`src/hdl/assert_macros.svh`:
```
// Assertion macros shared by the RTL of the illumination gain regulator.
// Depends on nothing; the including module must have clk_i and rst_ni.
`ifndef ASSERT_MACROS_SVH
`define ASSERT_MACROS_SVH

// Clocked check, held off while reset is active.
`define IGR_ASSERT(lbl, prop, msg) \
  lbl: assert property (@(posedge clk_i) disable iff (!rst_ni) prop) \
    else $error(msg);

// Clocked check that also applies during reset.
`define IGR_ASSERT_RST(lbl, prop, msg) \
  lbl: assert property (@(posedge clk_i) prop) \
    else $error(msg);

`endif

```
`src/hdl/igr_pkg.sv`:
```
// Shared types, widths and codes of the illumination gain regulator.
// Depends on nothing; used by the channel interfaces and the top level.
`timescale 1ns / 1ps

package igr_pkg;

  // Field widths
  localparam int NumLamps  = 8;
  localparam int LampW     = 16;
  localparam int PeakW     = 8;
  localparam int TargetW   = 8;
  localparam int TolW      = 8;
  localparam int GainW     = 12;
  localparam int ModeW     = 2;
  localparam int StatusW   = 2;
  localparam int IndexW    = 3;
  localparam int ErrW      = PeakW + 1;
  localparam int ProdW     = ErrW + GainW;
  localparam int FracW     = 8;
  localparam int SumW      = LampW + FracW + 2;
  localparam int LvlW      = SumW - 1 - FracW;

  // Configuration port
  localparam int CfgIdxW   = 3;
  localparam int CfgDataW  = 16;

  // Counters and their limits
  localparam int SettleW      = 3;
  localparam int AttemptW     = 6;
  localparam int SettleLimit  = 5;
  localparam int AttemptLimit = 40;

  // Lamp clamp floor and the reciprocal used for division by five
  localparam int LampFloor   = 100;
  localparam int Recip5      = 52429;
  localparam int Recip5Shift = 18;
  localparam int FifthW      = LampW - 2;

  // Lamp layout: four colors per sensor, top sensor first
  localparam int NumSensors   = 2;
  localparam int SensorStride = 4;
  localparam int TopBase      = 0;
  localparam int BottomBase   = SensorStride;
  localparam int OffRed       = 0;
  localparam int OffGreen     = 1;
  localparam int OffBlue      = 2;
  localparam int OffIr        = 3;

  // Reset values of the registers
  localparam logic [TargetW-1:0] TargetReset = 8'd237;
  localparam logic [TolW-1:0]    TolReset    = 8'd8;
  localparam logic [GainW-1:0]   GainReset   = 12'd512;
  localparam logic [LampW-1:0]   MaxReset    = 16'd4000;

  typedef enum logic [CfgIdxW-1:0] {
    CfgTarget    = 3'd0,
    CfgTolerance = 3'd1,
    CfgGain      = 3'd2,
    CfgMax       = 3'd3,
    CfgMode      = 3'd4
  } cfg_idx_e;

  typedef enum logic {
    KindLoad    = 1'b0,
    KindMeasure = 1'b1
  } kind_e;

  typedef enum logic [StatusW-1:0] {
    StatusContinue  = 2'd0,
    StatusConverged = 2'd1,
    StatusTimeout   = 2'd2
  } status_e;

  typedef enum logic [ModeW-1:0] {
    ModeColor = 2'd0,
    ModeGray  = 2'd1,
    ModeIr    = 2'd2,
    ModeRaw   = 2'd3
  } mode_e;

  typedef logic [LampW-1:0]                  lamp_t;
  typedef logic [NumLamps-1:0][LampW-1:0]    lamps_t;
  typedef logic [NumLamps-1:0][PeakW-1:0]    peaks_t;

endpackage

```
`src/hdl/igr_in_if.sv`:
```
// Input channel of the illumination gain regulator: valid/ready plus one item.
// Depends on igr_pkg for field widths.
`timescale 1ns / 1ps

interface igr_in_if;
  logic                         valid;
  logic                         ready;
  logic                         kind;
  logic [igr_pkg::IndexW-1:0]   lamp_index;
  logic [igr_pkg::LampW-1:0]    lamp_value;
  logic [igr_pkg::PeakW-1:0]    peak_top_red;
  logic [igr_pkg::PeakW-1:0]    peak_top_green;
  logic [igr_pkg::PeakW-1:0]    peak_top_blue;
  logic [igr_pkg::PeakW-1:0]    peak_top_ir;
  logic [igr_pkg::PeakW-1:0]    peak_bottom_red;
  logic [igr_pkg::PeakW-1:0]    peak_bottom_green;
  logic [igr_pkg::PeakW-1:0]    peak_bottom_blue;
  logic [igr_pkg::PeakW-1:0]    peak_bottom_ir;

  modport source (
    output valid, kind, lamp_index, lamp_value,
           peak_top_red, peak_top_green, peak_top_blue, peak_top_ir,
           peak_bottom_red, peak_bottom_green, peak_bottom_blue, peak_bottom_ir,
    input  ready
  );

  modport sink (
    input  valid, kind, lamp_index, lamp_value,
           peak_top_red, peak_top_green, peak_top_blue, peak_top_ir,
           peak_bottom_red, peak_bottom_green, peak_bottom_blue, peak_bottom_ir,
    output ready
  );
endinterface

```
`src/hdl/igr_out_if.sv`:
```
// Result channel of the illumination gain regulator: valid/ready plus one result.
// Depends on igr_pkg for field widths.
`timescale 1ns / 1ps

interface igr_out_if;
  logic                         valid;
  logic                         ready;
  logic [igr_pkg::StatusW-1:0]  status;
  logic [igr_pkg::LampW-1:0]    lamp_top_red;
  logic [igr_pkg::LampW-1:0]    lamp_top_green;
  logic [igr_pkg::LampW-1:0]    lamp_top_blue;
  logic [igr_pkg::LampW-1:0]    lamp_top_ir;
  logic [igr_pkg::LampW-1:0]    lamp_bottom_red;
  logic [igr_pkg::LampW-1:0]    lamp_bottom_green;
  logic [igr_pkg::LampW-1:0]    lamp_bottom_blue;
  logic [igr_pkg::LampW-1:0]    lamp_bottom_ir;

  modport source (
    output valid, status,
           lamp_top_red, lamp_top_green, lamp_top_blue, lamp_top_ir,
           lamp_bottom_red, lamp_bottom_green, lamp_bottom_blue, lamp_bottom_ir,
    input  ready
  );

  modport sink (
    input  valid, status,
           lamp_top_red, lamp_top_green, lamp_top_blue, lamp_top_ir,
           lamp_bottom_red, lamp_bottom_green, lamp_bottom_blue, lamp_bottom_ir,
    output ready
  );
endinterface

```
`src/hdl/illumination_gain_regulator.sv`:
```
// Illumination gain regulator: proportional control of eight lamp intensities
// (R, G, B, IR for a top and a bottom sensor). A load beat writes one lamp and
// clears the settle and attempt counters; a measurement beat moves every lamp by
// (target - peak) * gain in Q4.8, clamps it to [100, max_intensity] and applies
// the color mode, unless the loop has already converged or timed out. Every beat
// gives exactly one result beat. Throughput is one beat per clock while the
// result side is not stalled: the input register holds the beat with the error
// products already formed, and the lamp update, clamp, mode rules and counters
// settle in one pass into the lamp state and the result register. Depends on
// igr_pkg, igr_in_if, igr_out_if and assert_macros.svh.
`timescale 1ns / 1ps
`include "assert_macros.svh"

module illumination_gain_regulator (
  input  logic                          clk_i,
  input  logic                          rst_ni,
  input  logic                          cfg_we_i,
  input  logic [igr_pkg::CfgIdxW-1:0]   cfg_index_i,
  input  logic [igr_pkg::CfgDataW-1:0]  cfg_data_i,
  igr_in_if.sink                        in_i,
  igr_out_if.source                     out_o
);

  // Configuration registers
  logic [igr_pkg::TargetW-1:0] target_q;
  logic [igr_pkg::TolW-1:0]    tol_q;
  logic [igr_pkg::GainW-1:0]   gain_q;
  igr_pkg::lamp_t              max_q;
  igr_pkg::mode_e              mode_q;

  // Input stage
  logic                          in_valid_q;
  igr_pkg::kind_e                kind_q;
  logic [igr_pkg::IndexW-1:0]    idx_q;
  igr_pkg::lamp_t                value_q;
  logic signed [igr_pkg::ProdW-1:0] prod_d [igr_pkg::NumLamps];
  logic signed [igr_pkg::ProdW-1:0] prod_q [igr_pkg::NumLamps];
  logic [igr_pkg::NumLamps-1:0]  beyond_d;
  logic [igr_pkg::NumLamps-1:0]  beyond_q;
  igr_pkg::peaks_t               peak_in;

  // Regulator state
  igr_pkg::lamps_t               lamp_q;
  igr_pkg::lamps_t               lamp_d;
  logic [igr_pkg::SettleW-1:0]   settle_q;
  logic [igr_pkg::SettleW-1:0]   settle_d;
  logic [igr_pkg::AttemptW-1:0]  attempt_q;
  logic [igr_pkg::AttemptW-1:0]  attempt_d;

  // Result register
  logic                          out_valid_q;
  igr_pkg::status_e              status_q;
  igr_pkg::status_e              status_d;
  igr_pkg::lamps_t               out_lamps_q;

  // Update path
  logic                          advance;
  logic                          in_fire;
  igr_pkg::lamps_t               adj_lamps;
  igr_pkg::lamps_t               ruled_lamps;
  logic                          settle_clear;
  logic [igr_pkg::SettleW-1:0]   settle_inc;
  logic [igr_pkg::AttemptW-1:0]  attempt_inc;
  logic [31:0]                   recip_prod [igr_pkg::NumSensors];
  logic [igr_pkg::FifthW-1:0]    fifth [igr_pkg::NumSensors];
  igr_pkg::lamp_t                fifth_rest [igr_pkg::NumSensors];
  igr_pkg::lamp_t                gray_green [igr_pkg::NumSensors];
  igr_pkg::lamp_t                gray_blue [igr_pkg::NumSensors];

  // New lamp level: L*256 + e*gain, floor to 100 when negative, clamp both ends
  function automatic igr_pkg::lamp_t adjust_lamp(
    igr_pkg::lamp_t                   lamp,
    logic signed [igr_pkg::ProdW-1:0] prod,
    igr_pkg::lamp_t                   max_lim
  );
    logic signed [igr_pkg::SumW-1:0] sum;
    logic [igr_pkg::LvlW-1:0]        lvl;
    sum = $signed({{(igr_pkg::SumW - igr_pkg::LampW - igr_pkg::FracW){1'b0}},
                   lamp, {igr_pkg::FracW{1'b0}}})
        + igr_pkg::SumW'(prod);
    if (sum[igr_pkg::SumW-1]) begin
      lvl = igr_pkg::LvlW'(igr_pkg::LampFloor);
    end else begin
      lvl = sum[igr_pkg::SumW-2:igr_pkg::FracW];
    end
    if (lvl < igr_pkg::LvlW'(igr_pkg::LampFloor)) begin
      lvl = igr_pkg::LvlW'(igr_pkg::LampFloor);
    end
    if (lvl > igr_pkg::LvlW'(max_lim)) begin
      lvl = igr_pkg::LvlW'(max_lim);
    end
    return lvl[igr_pkg::LampW-1:0];
  endfunction

  // floor(4*rem/5) for a remainder of division by five
  function automatic logic [1:0] four_fifths_rest(logic [2:0] rem);
    logic [1:0] res;
    case (rem) inside
      3'd2:    res = 2'd1;
      3'd3:    res = 2'd2;
      3'd4:    res = 2'd3;
      default: res = 2'd0;
    endcase
    return res;
  endfunction

  // floor(3*rem/5) for a remainder of division by five
  function automatic logic [1:0] three_fifths_rest(logic [2:0] rem);
    logic [1:0] res;
    case (rem) inside
      3'd2, 3'd3: res = 2'd1;
      3'd4:       res = 2'd2;
      default:    res = 2'd0;
    endcase
    return res;
  endfunction

  // Configuration writes; unknown indexes are dropped
  always_ff @(posedge clk_i or negedge rst_ni) begin
    if (!rst_ni) begin
      target_q <= igr_pkg::TargetReset;
      tol_q    <= igr_pkg::TolReset;
      gain_q   <= igr_pkg::GainReset;
      max_q    <= igr_pkg::MaxReset;
      mode_q   <= igr_pkg::ModeColor;
    end else if (cfg_we_i) begin
      unique case (cfg_index_i)
        igr_pkg::CfgTarget:    target_q <= cfg_data_i[igr_pkg::TargetW-1:0];
        igr_pkg::CfgTolerance: tol_q    <= cfg_data_i[igr_pkg::TolW-1:0];
        igr_pkg::CfgGain:      gain_q   <= cfg_data_i[igr_pkg::GainW-1:0];
        igr_pkg::CfgMax:       max_q    <= cfg_data_i[igr_pkg::LampW-1:0];
        igr_pkg::CfgMode:      mode_q   <= igr_pkg::mode_e'(cfg_data_i[igr_pkg::ModeW-1:0]);
        default: ;
      endcase
    end
  end

  // Handshake: advance when the result register is free or being drained
  assign advance  = in_valid_q && (!out_valid_q || out_o.ready);
  assign in_i.ready = !in_valid_q || advance;
  assign in_fire  = in_i.valid && in_i.ready;

  // Gather the peak fields in lamp order
  assign peak_in[igr_pkg::TopBase + igr_pkg::OffRed]      = in_i.peak_top_red;
  assign peak_in[igr_pkg::TopBase + igr_pkg::OffGreen]    = in_i.peak_top_green;
  assign peak_in[igr_pkg::TopBase + igr_pkg::OffBlue]     = in_i.peak_top_blue;
  assign peak_in[igr_pkg::TopBase + igr_pkg::OffIr]       = in_i.peak_top_ir;
  assign peak_in[igr_pkg::BottomBase + igr_pkg::OffRed]   = in_i.peak_bottom_red;
  assign peak_in[igr_pkg::BottomBase + igr_pkg::OffGreen] = in_i.peak_bottom_green;
  assign peak_in[igr_pkg::BottomBase + igr_pkg::OffBlue]  = in_i.peak_bottom_blue;
  assign peak_in[igr_pkg::BottomBase + igr_pkg::OffIr]    = in_i.peak_bottom_ir;

  // Form error products and tolerance flags as the beat enters
  always_comb begin
    logic signed [igr_pkg::ErrW-1:0] err;
    logic [igr_pkg::ErrW-1:0]        mag;
    for (int i = 0; i < igr_pkg::NumLamps; i++) begin
      err = $signed({1'b0, target_q}) - $signed({1'b0, peak_in[i]});
      prod_d[i] = igr_pkg::ProdW'(err) * igr_pkg::ProdW'($signed({1'b0, gain_q}));
      mag = err[igr_pkg::ErrW-1] ? igr_pkg::ErrW'(-err) : igr_pkg::ErrW'(err);
      beyond_d[i] = mag > {1'b0, tol_q};
    end
  end

  // Input register
  always_ff @(posedge clk_i or negedge rst_ni) begin
    if (!rst_ni) begin
      in_valid_q <= 1'b0;
    end else if (in_i.ready) begin
      in_valid_q <= in_i.valid;
    end
  end

  always_ff @(posedge clk_i) begin
    if (in_fire) begin
      kind_q   <= igr_pkg::kind_e'(in_i.kind);
      idx_q    <= in_i.lamp_index;
      value_q  <= in_i.lamp_value;
      prod_q   <= prod_d;
      beyond_q <= beyond_d;
    end
  end

  // Proportional step with clamp on every lamp
  always_comb begin
    for (int i = 0; i < igr_pkg::NumLamps; i++) begin
      adj_lamps[i] = adjust_lamp(lamp_q[i], prod_q[i], max_q);
    end
  end

  // Gray mode: green = floor(4r/5), blue = floor(3r/5) from r/5 and remainder
  always_comb begin
    igr_pkg::lamp_t red;
    for (int s = 0; s < igr_pkg::NumSensors; s++) begin
      red = adj_lamps[s * igr_pkg::SensorStride + igr_pkg::OffRed];
      recip_prod[s] = 32'(red) * 32'(igr_pkg::Recip5);
      fifth[s] = recip_prod[s][igr_pkg::Recip5Shift +: igr_pkg::FifthW];
      fifth_rest[s] = red - ({fifth[s], 2'b00} + {2'b00, fifth[s]});
      gray_green[s] = {fifth[s], 2'b00}
                    + {{(igr_pkg::LampW-2){1'b0}}, four_fifths_rest(fifth_rest[s][2:0])};
      gray_blue[s] = {1'b0, fifth[s], 1'b0} + {2'b00, fifth[s]}
                   + {{(igr_pkg::LampW-2){1'b0}}, three_fifths_rest(fifth_rest[s][2:0])};
    end
  end

  // Apply the color mode and pick the channels that watch the tolerance
  always_comb begin
    int b;
    ruled_lamps  = adj_lamps;
    settle_clear = 1'b0;
    for (int s = 0; s < igr_pkg::NumSensors; s++) begin
      b = s * igr_pkg::SensorStride;
      case (mode_q)
        igr_pkg::ModeColor: begin
          if (beyond_q[b + igr_pkg::OffRed] || beyond_q[b + igr_pkg::OffGreen]
              || beyond_q[b + igr_pkg::OffBlue]) begin
            settle_clear = 1'b1;
          end
          ruled_lamps[b + igr_pkg::OffIr] = '0;
        end
        igr_pkg::ModeGray: begin
          if (beyond_q[b + igr_pkg::OffRed]) begin
            settle_clear = 1'b1;
          end
          ruled_lamps[b + igr_pkg::OffGreen] = gray_green[s];
          ruled_lamps[b + igr_pkg::OffBlue]  = gray_blue[s];
          ruled_lamps[b + igr_pkg::OffIr]    = '0;
        end
        igr_pkg::ModeIr: begin
          if (beyond_q[b + igr_pkg::OffIr]) begin
            settle_clear = 1'b1;
          end
          ruled_lamps[b + igr_pkg::OffRed]   = '0;
          ruled_lamps[b + igr_pkg::OffGreen] = '0;
          ruled_lamps[b + igr_pkg::OffBlue]  = '0;
        end
        default: ;
      endcase
    end
  end

  // Saturating counter increments
  assign settle_inc  = (&settle_q)  ? settle_q  : settle_q + 1'b1;
  assign attempt_inc = (&attempt_q) ? attempt_q : attempt_q + 1'b1;

  // Next state and status for the beat in the input register
  always_comb begin
    lamp_d    = lamp_q;
    settle_d  = settle_q;
    attempt_d = attempt_q;
    status_d  = igr_pkg::StatusContinue;
    if (kind_q == igr_pkg::KindLoad) begin
      lamp_d[idx_q] = value_q;
      settle_d      = '0;
      attempt_d     = '0;
    end else if (settle_q > igr_pkg::SettleW'(igr_pkg::SettleLimit)) begin
      settle_d = settle_inc;
      status_d = igr_pkg::StatusConverged;
    end else if (attempt_q > igr_pkg::AttemptW'(igr_pkg::AttemptLimit)) begin
      settle_d  = settle_inc;
      attempt_d = attempt_inc;
      status_d  = igr_pkg::StatusTimeout;
    end else begin
      settle_d  = settle_clear ? '0 : settle_inc;
      attempt_d = attempt_inc;
      lamp_d    = ruled_lamps;
    end
  end

  // Regulator state
  always_ff @(posedge clk_i or negedge rst_ni) begin
    if (!rst_ni) begin
      lamp_q    <= '0;
      settle_q  <= '0;
      attempt_q <= '0;
    end else if (advance) begin
      lamp_q    <= lamp_d;
      settle_q  <= settle_d;
      attempt_q <= attempt_d;
    end
  end

  // Result register: load on advance, drop once the beat is taken
  always_ff @(posedge clk_i or negedge rst_ni) begin
    if (!rst_ni) begin
      out_valid_q <= 1'b0;
    end else if (advance) begin
      out_valid_q <= 1'b1;
    end else if (out_o.ready) begin
      out_valid_q <= 1'b0;
    end
  end

  always_ff @(posedge clk_i) begin
    if (advance) begin
      status_q    <= status_d;
      out_lamps_q <= lamp_d;
    end
  end

  // Drive the result channel
  assign out_o.valid             = out_valid_q;
  assign out_o.status            = status_q;
  assign out_o.lamp_top_red      = out_lamps_q[igr_pkg::TopBase + igr_pkg::OffRed];
  assign out_o.lamp_top_green    = out_lamps_q[igr_pkg::TopBase + igr_pkg::OffGreen];
  assign out_o.lamp_top_blue     = out_lamps_q[igr_pkg::TopBase + igr_pkg::OffBlue];
  assign out_o.lamp_top_ir       = out_lamps_q[igr_pkg::TopBase + igr_pkg::OffIr];
  assign out_o.lamp_bottom_red   = out_lamps_q[igr_pkg::BottomBase + igr_pkg::OffRed];
  assign out_o.lamp_bottom_green = out_lamps_q[igr_pkg::BottomBase + igr_pkg::OffGreen];
  assign out_o.lamp_bottom_blue  = out_lamps_q[igr_pkg::BottomBase + igr_pkg::OffBlue];
  assign out_o.lamp_bottom_ir    = out_lamps_q[igr_pkg::BottomBase + igr_pkg::OffIr];

  // Checks
  `IGR_ASSERT_RST(a_reset_flush, !rst_ni |-> !out_valid_q && !in_valid_q, "reset left a beat in flight")
  `IGR_ASSERT(a_out_tracks_state, out_valid_q |-> out_lamps_q == lamp_q, "result lamps differ from lamp state")
  `IGR_ASSERT(a_converged_count, out_valid_q && status_q == igr_pkg::StatusConverged |-> settle_q > igr_pkg::SettleW'(igr_pkg::SettleLimit), "converged without settle count past limit")
  `IGR_ASSERT(a_timeout_count, out_valid_q && status_q == igr_pkg::StatusTimeout |-> attempt_q > igr_pkg::AttemptW'(igr_pkg::AttemptLimit), "timed out without attempt count past limit")
  `IGR_ASSERT(a_stall_only_full, !in_i.ready |-> in_valid_q && out_valid_q, "input stalled with a free stage")

endmodule
```
`src/flat_wrapper.sv`:
```
// flat-port wrapper written by rule: the top's interface ports become plain ports
module illumination_gain_regulator_flat 
  (clk_i, rst_ni, cfg_we_i, cfg_index_i, cfg_data_i, in_i_valid, in_i_kind, in_i_lamp_index, in_i_lamp_value, in_i_peak_top_red, in_i_peak_top_green, in_i_peak_top_blue, in_i_peak_top_ir, in_i_peak_bottom_red, in_i_peak_bottom_green, in_i_peak_bottom_blue, in_i_peak_bottom_ir, in_i_ready, out_o_valid, out_o_status, out_o_lamp_top_red, out_o_lamp_top_green, out_o_lamp_top_blue, out_o_lamp_top_ir, out_o_lamp_bottom_red, out_o_lamp_bottom_green, out_o_lamp_bottom_blue, out_o_lamp_bottom_ir, out_o_ready);
  igr_in_if in_i_i ();
  igr_out_if out_o_i ();
  input  logic clk_i;
  input  logic rst_ni;
  input  logic cfg_we_i;
  input  logic [igr_pkg::CfgIdxW-1:0] cfg_index_i;
  input  logic [igr_pkg::CfgDataW-1:0] cfg_data_i;
  input wire logic [$bits(in_i_i.valid)-1:0] in_i_valid;
  input wire logic [$bits(in_i_i.kind)-1:0] in_i_kind;
  input wire logic [$bits(in_i_i.lamp_index)-1:0] in_i_lamp_index;
  input wire logic [$bits(in_i_i.lamp_value)-1:0] in_i_lamp_value;
  input wire logic [$bits(in_i_i.peak_top_red)-1:0] in_i_peak_top_red;
  input wire logic [$bits(in_i_i.peak_top_green)-1:0] in_i_peak_top_green;
  input wire logic [$bits(in_i_i.peak_top_blue)-1:0] in_i_peak_top_blue;
  input wire logic [$bits(in_i_i.peak_top_ir)-1:0] in_i_peak_top_ir;
  input wire logic [$bits(in_i_i.peak_bottom_red)-1:0] in_i_peak_bottom_red;
  input wire logic [$bits(in_i_i.peak_bottom_green)-1:0] in_i_peak_bottom_green;
  input wire logic [$bits(in_i_i.peak_bottom_blue)-1:0] in_i_peak_bottom_blue;
  input wire logic [$bits(in_i_i.peak_bottom_ir)-1:0] in_i_peak_bottom_ir;
  output wire logic [$bits(in_i_i.ready)-1:0] in_i_ready;
  output wire logic [$bits(out_o_i.valid)-1:0] out_o_valid;
  output wire logic [$bits(out_o_i.status)-1:0] out_o_status;
  output wire logic [$bits(out_o_i.lamp_top_red)-1:0] out_o_lamp_top_red;
  output wire logic [$bits(out_o_i.lamp_top_green)-1:0] out_o_lamp_top_green;
  output wire logic [$bits(out_o_i.lamp_top_blue)-1:0] out_o_lamp_top_blue;
  output wire logic [$bits(out_o_i.lamp_top_ir)-1:0] out_o_lamp_top_ir;
  output wire logic [$bits(out_o_i.lamp_bottom_red)-1:0] out_o_lamp_bottom_red;
  output wire logic [$bits(out_o_i.lamp_bottom_green)-1:0] out_o_lamp_bottom_green;
  output wire logic [$bits(out_o_i.lamp_bottom_blue)-1:0] out_o_lamp_bottom_blue;
  output wire logic [$bits(out_o_i.lamp_bottom_ir)-1:0] out_o_lamp_bottom_ir;
  input wire logic [$bits(out_o_i.ready)-1:0] out_o_ready;
  assign in_i_i.valid = in_i_valid;
  assign in_i_i.kind = in_i_kind;
  assign in_i_i.lamp_index = in_i_lamp_index;
  assign in_i_i.lamp_value = in_i_lamp_value;
  assign in_i_i.peak_top_red = in_i_peak_top_red;
  assign in_i_i.peak_top_green = in_i_peak_top_green;
  assign in_i_i.peak_top_blue = in_i_peak_top_blue;
  assign in_i_i.peak_top_ir = in_i_peak_top_ir;
  assign in_i_i.peak_bottom_red = in_i_peak_bottom_red;
  assign in_i_i.peak_bottom_green = in_i_peak_bottom_green;
  assign in_i_i.peak_bottom_blue = in_i_peak_bottom_blue;
  assign in_i_i.peak_bottom_ir = in_i_peak_bottom_ir;
  assign in_i_ready = in_i_i.ready;
  assign out_o_valid = out_o_i.valid;
  assign out_o_status = out_o_i.status;
  assign out_o_lamp_top_red = out_o_i.lamp_top_red;
  assign out_o_lamp_top_green = out_o_i.lamp_top_green;
  assign out_o_lamp_top_blue = out_o_i.lamp_top_blue;
  assign out_o_lamp_top_ir = out_o_i.lamp_top_ir;
  assign out_o_lamp_bottom_red = out_o_i.lamp_bottom_red;
  assign out_o_lamp_bottom_green = out_o_i.lamp_bottom_green;
  assign out_o_lamp_bottom_blue = out_o_i.lamp_bottom_blue;
  assign out_o_lamp_bottom_ir = out_o_i.lamp_bottom_ir;
  assign out_o_i.ready = out_o_ready;
  illumination_gain_regulator u_core (.clk_i(clk_i), .rst_ni(rst_ni), .cfg_we_i(cfg_we_i), .cfg_index_i(cfg_index_i), .cfg_data_i(cfg_data_i), .in_i(in_i_i), .out_o(out_o_i));
endmodule
```
`config.mk`:
```
export PLATFORM = sky130hd
export DESIGN_NAME = illumination_gain_regulator_flat
export DESIGN_NICKNAME = d
export VERILOG_FILES = /design/src/hdl/igr_pkg.sv /design/src/hdl/igr_in_if.sv /design/src/hdl/igr_out_if.sv /design/src/hdl/illumination_gain_regulator.sv /design/src/flat_wrapper.sv
export VERILOG_INCLUDE_DIRS = /design/src /design/src/hdl
export SDC_FILE = /design/constraint.sdc
export NUM_CORES = 2
export LEC_CHECK = 0
export ABC_AREA = 1
export BUFFER_PORTS_ARGS = -buffer_cell sky130_fd_sc_hd__buf_2
export CORE_ASPECT_RATIO = 1.2
export CORE_MARGIN = 2
export CORE_UTILIZATION = 45
export DETAILED_ROUTE_END_ITERATION = 10
export GPL_TIMING_DRIVEN = 0
export MAX_ROUTING_LAYER = met4
export SYNTH_ARGS = -nofsm -noshare
export SYNTH_HDL_FRONTEND = slang
export SYNTH_SLANG_ARGS = --single-unit
```
`constraint.sdc`:
```
create_clock -name clk_i -period 16.2 [get_ports clk_i]
set_input_delay 0.81 -clock clk_i [delete_from_list [all_inputs] [get_ports clk_i]]
set_output_delay 0.81 -clock clk_i [all_outputs]
set_load 0.005 [all_outputs]
```
# After elaboration in Yosys (flattened, before gate mapping)
# Index checks and enable logic that the tools add are counted.
# W data, S select, Z words.
[totals] register_bits=511 inputBits=108 word_cells=228
[classes] reduce_logical=26 multipliers=10 muxes=74 eq_ne=14 order_cmp=28 addsub=36 bitwise_logic=1
[op_table] operator="$mux W128" count=3
[op_table] operator="$mux W17" count=16
[op_table] operator="$add A25 B21 Y26" count=8
[op_table] operator="$mux W16" count=13
[op_table] operator="$mul A9 B13 Y21" count=8
[op_table] operator="$gt A17 B16 Y1" count=8
[op_table] operator="$lt A17 B7 Y1 const B" count=8
[op_table] operator="$bwmux W128" count=1
[op_table] operator="$pmux W32 S2" count=2
[op_table] operator="$gt A9 B8 Y1" count=8
[op_table] operator="$mux W9" count=8
[op_table] operator="$neg A9 Y9" count=8
[op_table] operator="$sub A8 B8 Y9" count=8
[op_table] operator="$add A16 B2 Y16" count=4
[op_table] operator="$mul A16 B16 Y32 const B" count=2
[op_table] operator="$demux W16 S3" count=1
[op_table] operator="$add A15 B14 Y16" count=2
[op_table] operator="$mux W2" count=11
[op_table] operator="$eq A3 B2 Y1 const B" count=6
[op_table] operator="$mux W6" count=3
[op_table] operator="$mux W3" count=5
[op_table] operator="$reduce_and A2 Y1" count=5
[op_table] operator="$eq A3 B3 Y1 const B" count=3
[op_table] operator="$mux W1" count=9
[op_table] operator="23 further kinds" count=39

# Depth between registers and ports, before layout
[depth] ltp_word=18 ltp_mapped=91

# Worst setup path after synthesis
# No wires, ideal clock.
[synth_timing] kind="register -> register" startpoint="reg u_core.prod_q[167] (netlist bit)" endpoint="reg u_core.out_lamps_q (netlist bit u_core.out_o.lamp_top_blue[13]) (data pin)" path_buffers=3 setup_slack_ps=3976 stages_incl_launch_ff=82 synth_period_minus_slack_ps=12224 arrival_ps=11963 path_cell_list="edfxtp_1 -> ha_1 -> nand2_2 -> inv_1 -> nand2_1 -> nand2_1 -> a21oi_1 -> nand2_1 -> nand2_2 -> nand2_4 -> buf_8 -> nand2_1 -> inv_1 -> nor4_1 -> o211ai_1 -> nand2_1 -> nor2_1 -> ha_1 -> (+46 left out) -> a21oi_1 -> nor2_1 -> nor2_1 -> o21ai_0 -> and2_1 -> nor2_1 -> o21ai_0 -> inv_1 -> nor2_1 -> o21ai_0 -> nand2_1 -> nand2_1 -> nand2_1 -> a21oi_1 -> inv_1 -> o21ai_0 -> nand3_1 -> a32o_1"
[synth_lines] element="from (decl)" line="illumination_gain_regulator.sv:37" rtl="logic signed [igr_pkg::ProdW-1:0] prod_q [igr_pkg::NumLamps];"
[synth_lines] element="from (signal assigned)" line="illumination_gain_regulator.sv:179" rtl="prod_q <= prod_d;"
[synth_lines] element="to (signal assigned)" line="illumination_gain_regulator.sv:297" rtl="out_lamps_q <= lamp_d;"
[synth_lines] element="to (decl)" line="illumination_gain_regulator.sv:54" rtl="igr_pkg::lamps_t out_lamps_q;"

==> out/summary.txt <==
Result of the run: finished with violations
Failing checks: max-capacitance violations
Vias after detailed routing: 65900
Clk pin slew, worst setup/hold paths: 0.07 ns
WL final: 290000 um
Wire length of the first global-routing pass: 422000 um
Sequential area share after synthesis: 17.1%
IO Pins: 240
Number of nets in the synthesized netlist: 11300
Layout area overhead: 7.91%
Clock buffer depth: 3
Busiest layer in global routing: met2
Time the final worst path needs with I/O delays and setup: 15.22 ns
Cell taking the most area after synthesis: sky130_fd_sc_hd__fa_1
Clock tree from TritonCTS: yes
Layout net count: 11600
Sort of element at the end of the critical path: flop
H-tree levels: 2
Post-Synthesis Mean Instance Area: 7.85 um2
Avg Vias per Cell: 5.57
Top cell by count, worst path: sky130_fd_sc_hd__nand2_1
Grt total ovfl: 0
Slowest cell on the critical path: sky130_fd_sc_hd__fa_1
Antenna violations before repair: 13
Number of distinct library cells after synthesis: 72
Netlist area before placement: 0.0734 mm2
Met1 Track Usage GR: 43.5%
Top-area cell type share of the netlist area: 20.1%
Critical path start-end classification: flop to flop
Max Slew Vio Count: 0
EDFF count, synth: 262
Fraction of layout cells with a size suffix above 1: 6.06%
Main area contributors after synthesis: sky130_fd_sc_hd__fa_1, sky130_fd_sc_hd__ha_1, sky130_fd_sc_hd__edfxtp_1
Unrepaired setup endpoints after global routing: no
Global routing met3 resource utilization: 3.43%
Post-route setup TNS: 0 ns
Worst hold path type: input pin to async pin
Hpwl dp: 241000 um
Input/output buffers: 239
M2 GR Usage: 58.0%
Final period util: 94.0%
Die boundary width: 373 um
Die Footprint: 0.166 mm2
Worst-path maximum fanout: 10
Delay of the slowest cell on the worst path: 0.54 ns
Maximum clock rate: 0.0657 GHz
Final hold violations: 0
Kind of start point of the critical path: flop
Core footprint: 0.162 mm2
Fill cell instance count of the final layout: 16200
Worst slew margin relative to its limit: 0.453%
CTS Sinks: 447
Primary flip-flop cell chosen by synthesis mapping: sky130_fd_sc_hd__edfxtp_1
Fraction of registers with async set or reset after synthesis: 41.4%
CP required: 16.72 ns
Total of flip-flops plus latches after synthesis: 447
Most frequent standard cell in the layout excluding fill and tap cells: sky130_fd_sc_hd__nand2_1
Total iterations of the first detailed-routing run: 7
Top library cells by usage in the layout, fill and taps aside: sky130_fd_sc_hd__nand2_1, sky130_fd_sc_hd__inv_1, sky130_fd_sc_hd__ha_1, sky130_fd_sc_hd__fa_1, sky130_fd_sc_hd__nor2_1
Clk_skew: 0.0460 ns
Initial core utilization: 45.3%
Post-detailed-route wirelength per cell: 24.5 um
Number of warnings reported in the yosys synthesis log: 0
Placement row count: 162
Die span in y: 446 um
Number of standard cells after synthesis: 9345
Largest net degree at the start of global routing: 96
Iteration-0 DRC Markers: 5564
Root Buffer: sky130_fd_sc_hd__clkbuf_16
Via count of the first global-routing pass: 64100
RD Place Congestion: 1.03
Overall track demand over capacity in global routing: 35.5%
Max Cap Viol: 2
Clock Latency Late Sink: 0.71 ns
Number of buffers added by the clock tree synthesis step: 52
Final setup vio count: 0
Arrival time of the worst setup path: 15.75 ns
Drc violations: 0
Antenna viol nets, final: 0
Transition time at the pin with the least slew margin: 1.48 ns
Hold Buf Count CTS: 0
[routing by layer]
layer | vias to the layer above | share of wire [%]
li1 | 30500 | -
met1 | 32100 | 41
met2 | 2686 | 47
met3 | 639 | 6.2
met4 | 0 | 6.5
met5 | - | 0
[cells in the mapped netlist, drive strengths merged (12+ instances only)]
master	n
a211oi	13
a21o	38
a21oi	650
a31oi	12
a32o	17
and2	14
buf	62
clkbuf	238
clkinv	35
dfrtp	171
dfstp	14
edfxtp	262
fa	736
ha	1146
inv	1673
nand2	2055
nand3	221
nand3b	15
nand4	48
nor2	694
nor3	78
nor4	15
o211ai	24
o21ai	609
o21bai	40
o22ai	32
or2	56
xnor2	75
xor2	218
[timing repair]
action                     4_1_cts  5_1_grt
resized for setup                0       22
buffers inserted                 0        0
setup endpoints to repair        0        8
[state kept, by name, indices dropped and copies added, names as in the netlist, 12 cells and up]
register and flops:
u_core.out_o.lamp_top_green 16, u_core.value_q 16, u_core.out_o.lamp_bottom_red 16, u_core.out_o.lamp_bottom_blue 16, u_core.max_q 16, u_core.out_o.lamp_top_ir 16
u_core.gain_q 12, u_core.prod_q 104, u_core.lamp_q 128, u_core.out_o.lamp_top_blue 16, u_core.out_o.lamp_top_red 16, u_core.out_o.lamp_bottom_ir 16
u_core.out_o.lamp_bottom_green 16
[worst paths after layout]
path / endpoint / depth (start not counted) / start / slack, ns
min reg2reg: u_core.tol_q[4] / 2 / u_core.tol_q[4] / 0.49
max in group asynchronous: u_core.lamp_q[5] / 2 / rst_ni / 14.81
min: u_core.mode_q[0] / 1 / rst_ni / 0.16
max: u_core.lamp_q[111] / 86 / u_core.lamp_q[64] / 0.98
min in group clk_i: u_core.value_q[10] / 1 / in_i_lamp_value[10] / 0.28
max reg2reg: u_core.lamp_q[111] / 86 / u_core.lamp_q[64] / 0.98
[critical path: cells and delay by family, from the launching register on]
kind	cells	cell delay [ns]
adders and majority gates	15	5.82
xor gates and xnor gates	1	0.45
DFF	1	0.48
and+or+nand+nor	45	4.28
AOI/OAI and AO/OA	14	2.78
buffers and inverters	11	1.23
[cell families (layout without fill, tap and decap cells)]
kind of cell,Yosys count,after routing,synth area share [%]
and+or+nand+nor,3201,3201,18.0
AOI/OAI and AO/OA,1514,1514,11.4
buffers and inverters,2008,2352,10.4
DFF,447,447,17.1
xor gates and xnor gates,293,293,3.57
adders and majority gates,1882,1882,39.6
other,0,16,0
[per-stage QoR]
stage	area (um2)	worst slack, ns	std cells	utilization (%)	hold WS, ns
final	79200	0.976	11800	48.8	0.158
after global routing	79200	0.0143	11800	48.8	0.217
after CTS	79100	0.757	11800	48.8	0.199
after detailed placement	77400	0.802	11700	47.7	0.474
after global placement	77300	0.852	11700	47.6	0.468
after floorplan	73400	3.98	9345	-	0.453
[area by class of cell]
class	count	area, um2	share of cell area, %
antenna	16	40.0	0.0506
buffer	300	1200	1.52
clock buffer	64	1380	1.74
clock inverter	34	372	0.469
inverter	1708	6420	8.10
multi-input combinational	6890	53300	67.3
sequential	447	12500	15.8
tap	2132	2670	3.37
timing repair buffer	246	1320	1.67
Power is left out: the tool's default activity adds up to more than one toggle a clock period on the data nets, which glitch-free logic cannot reach.
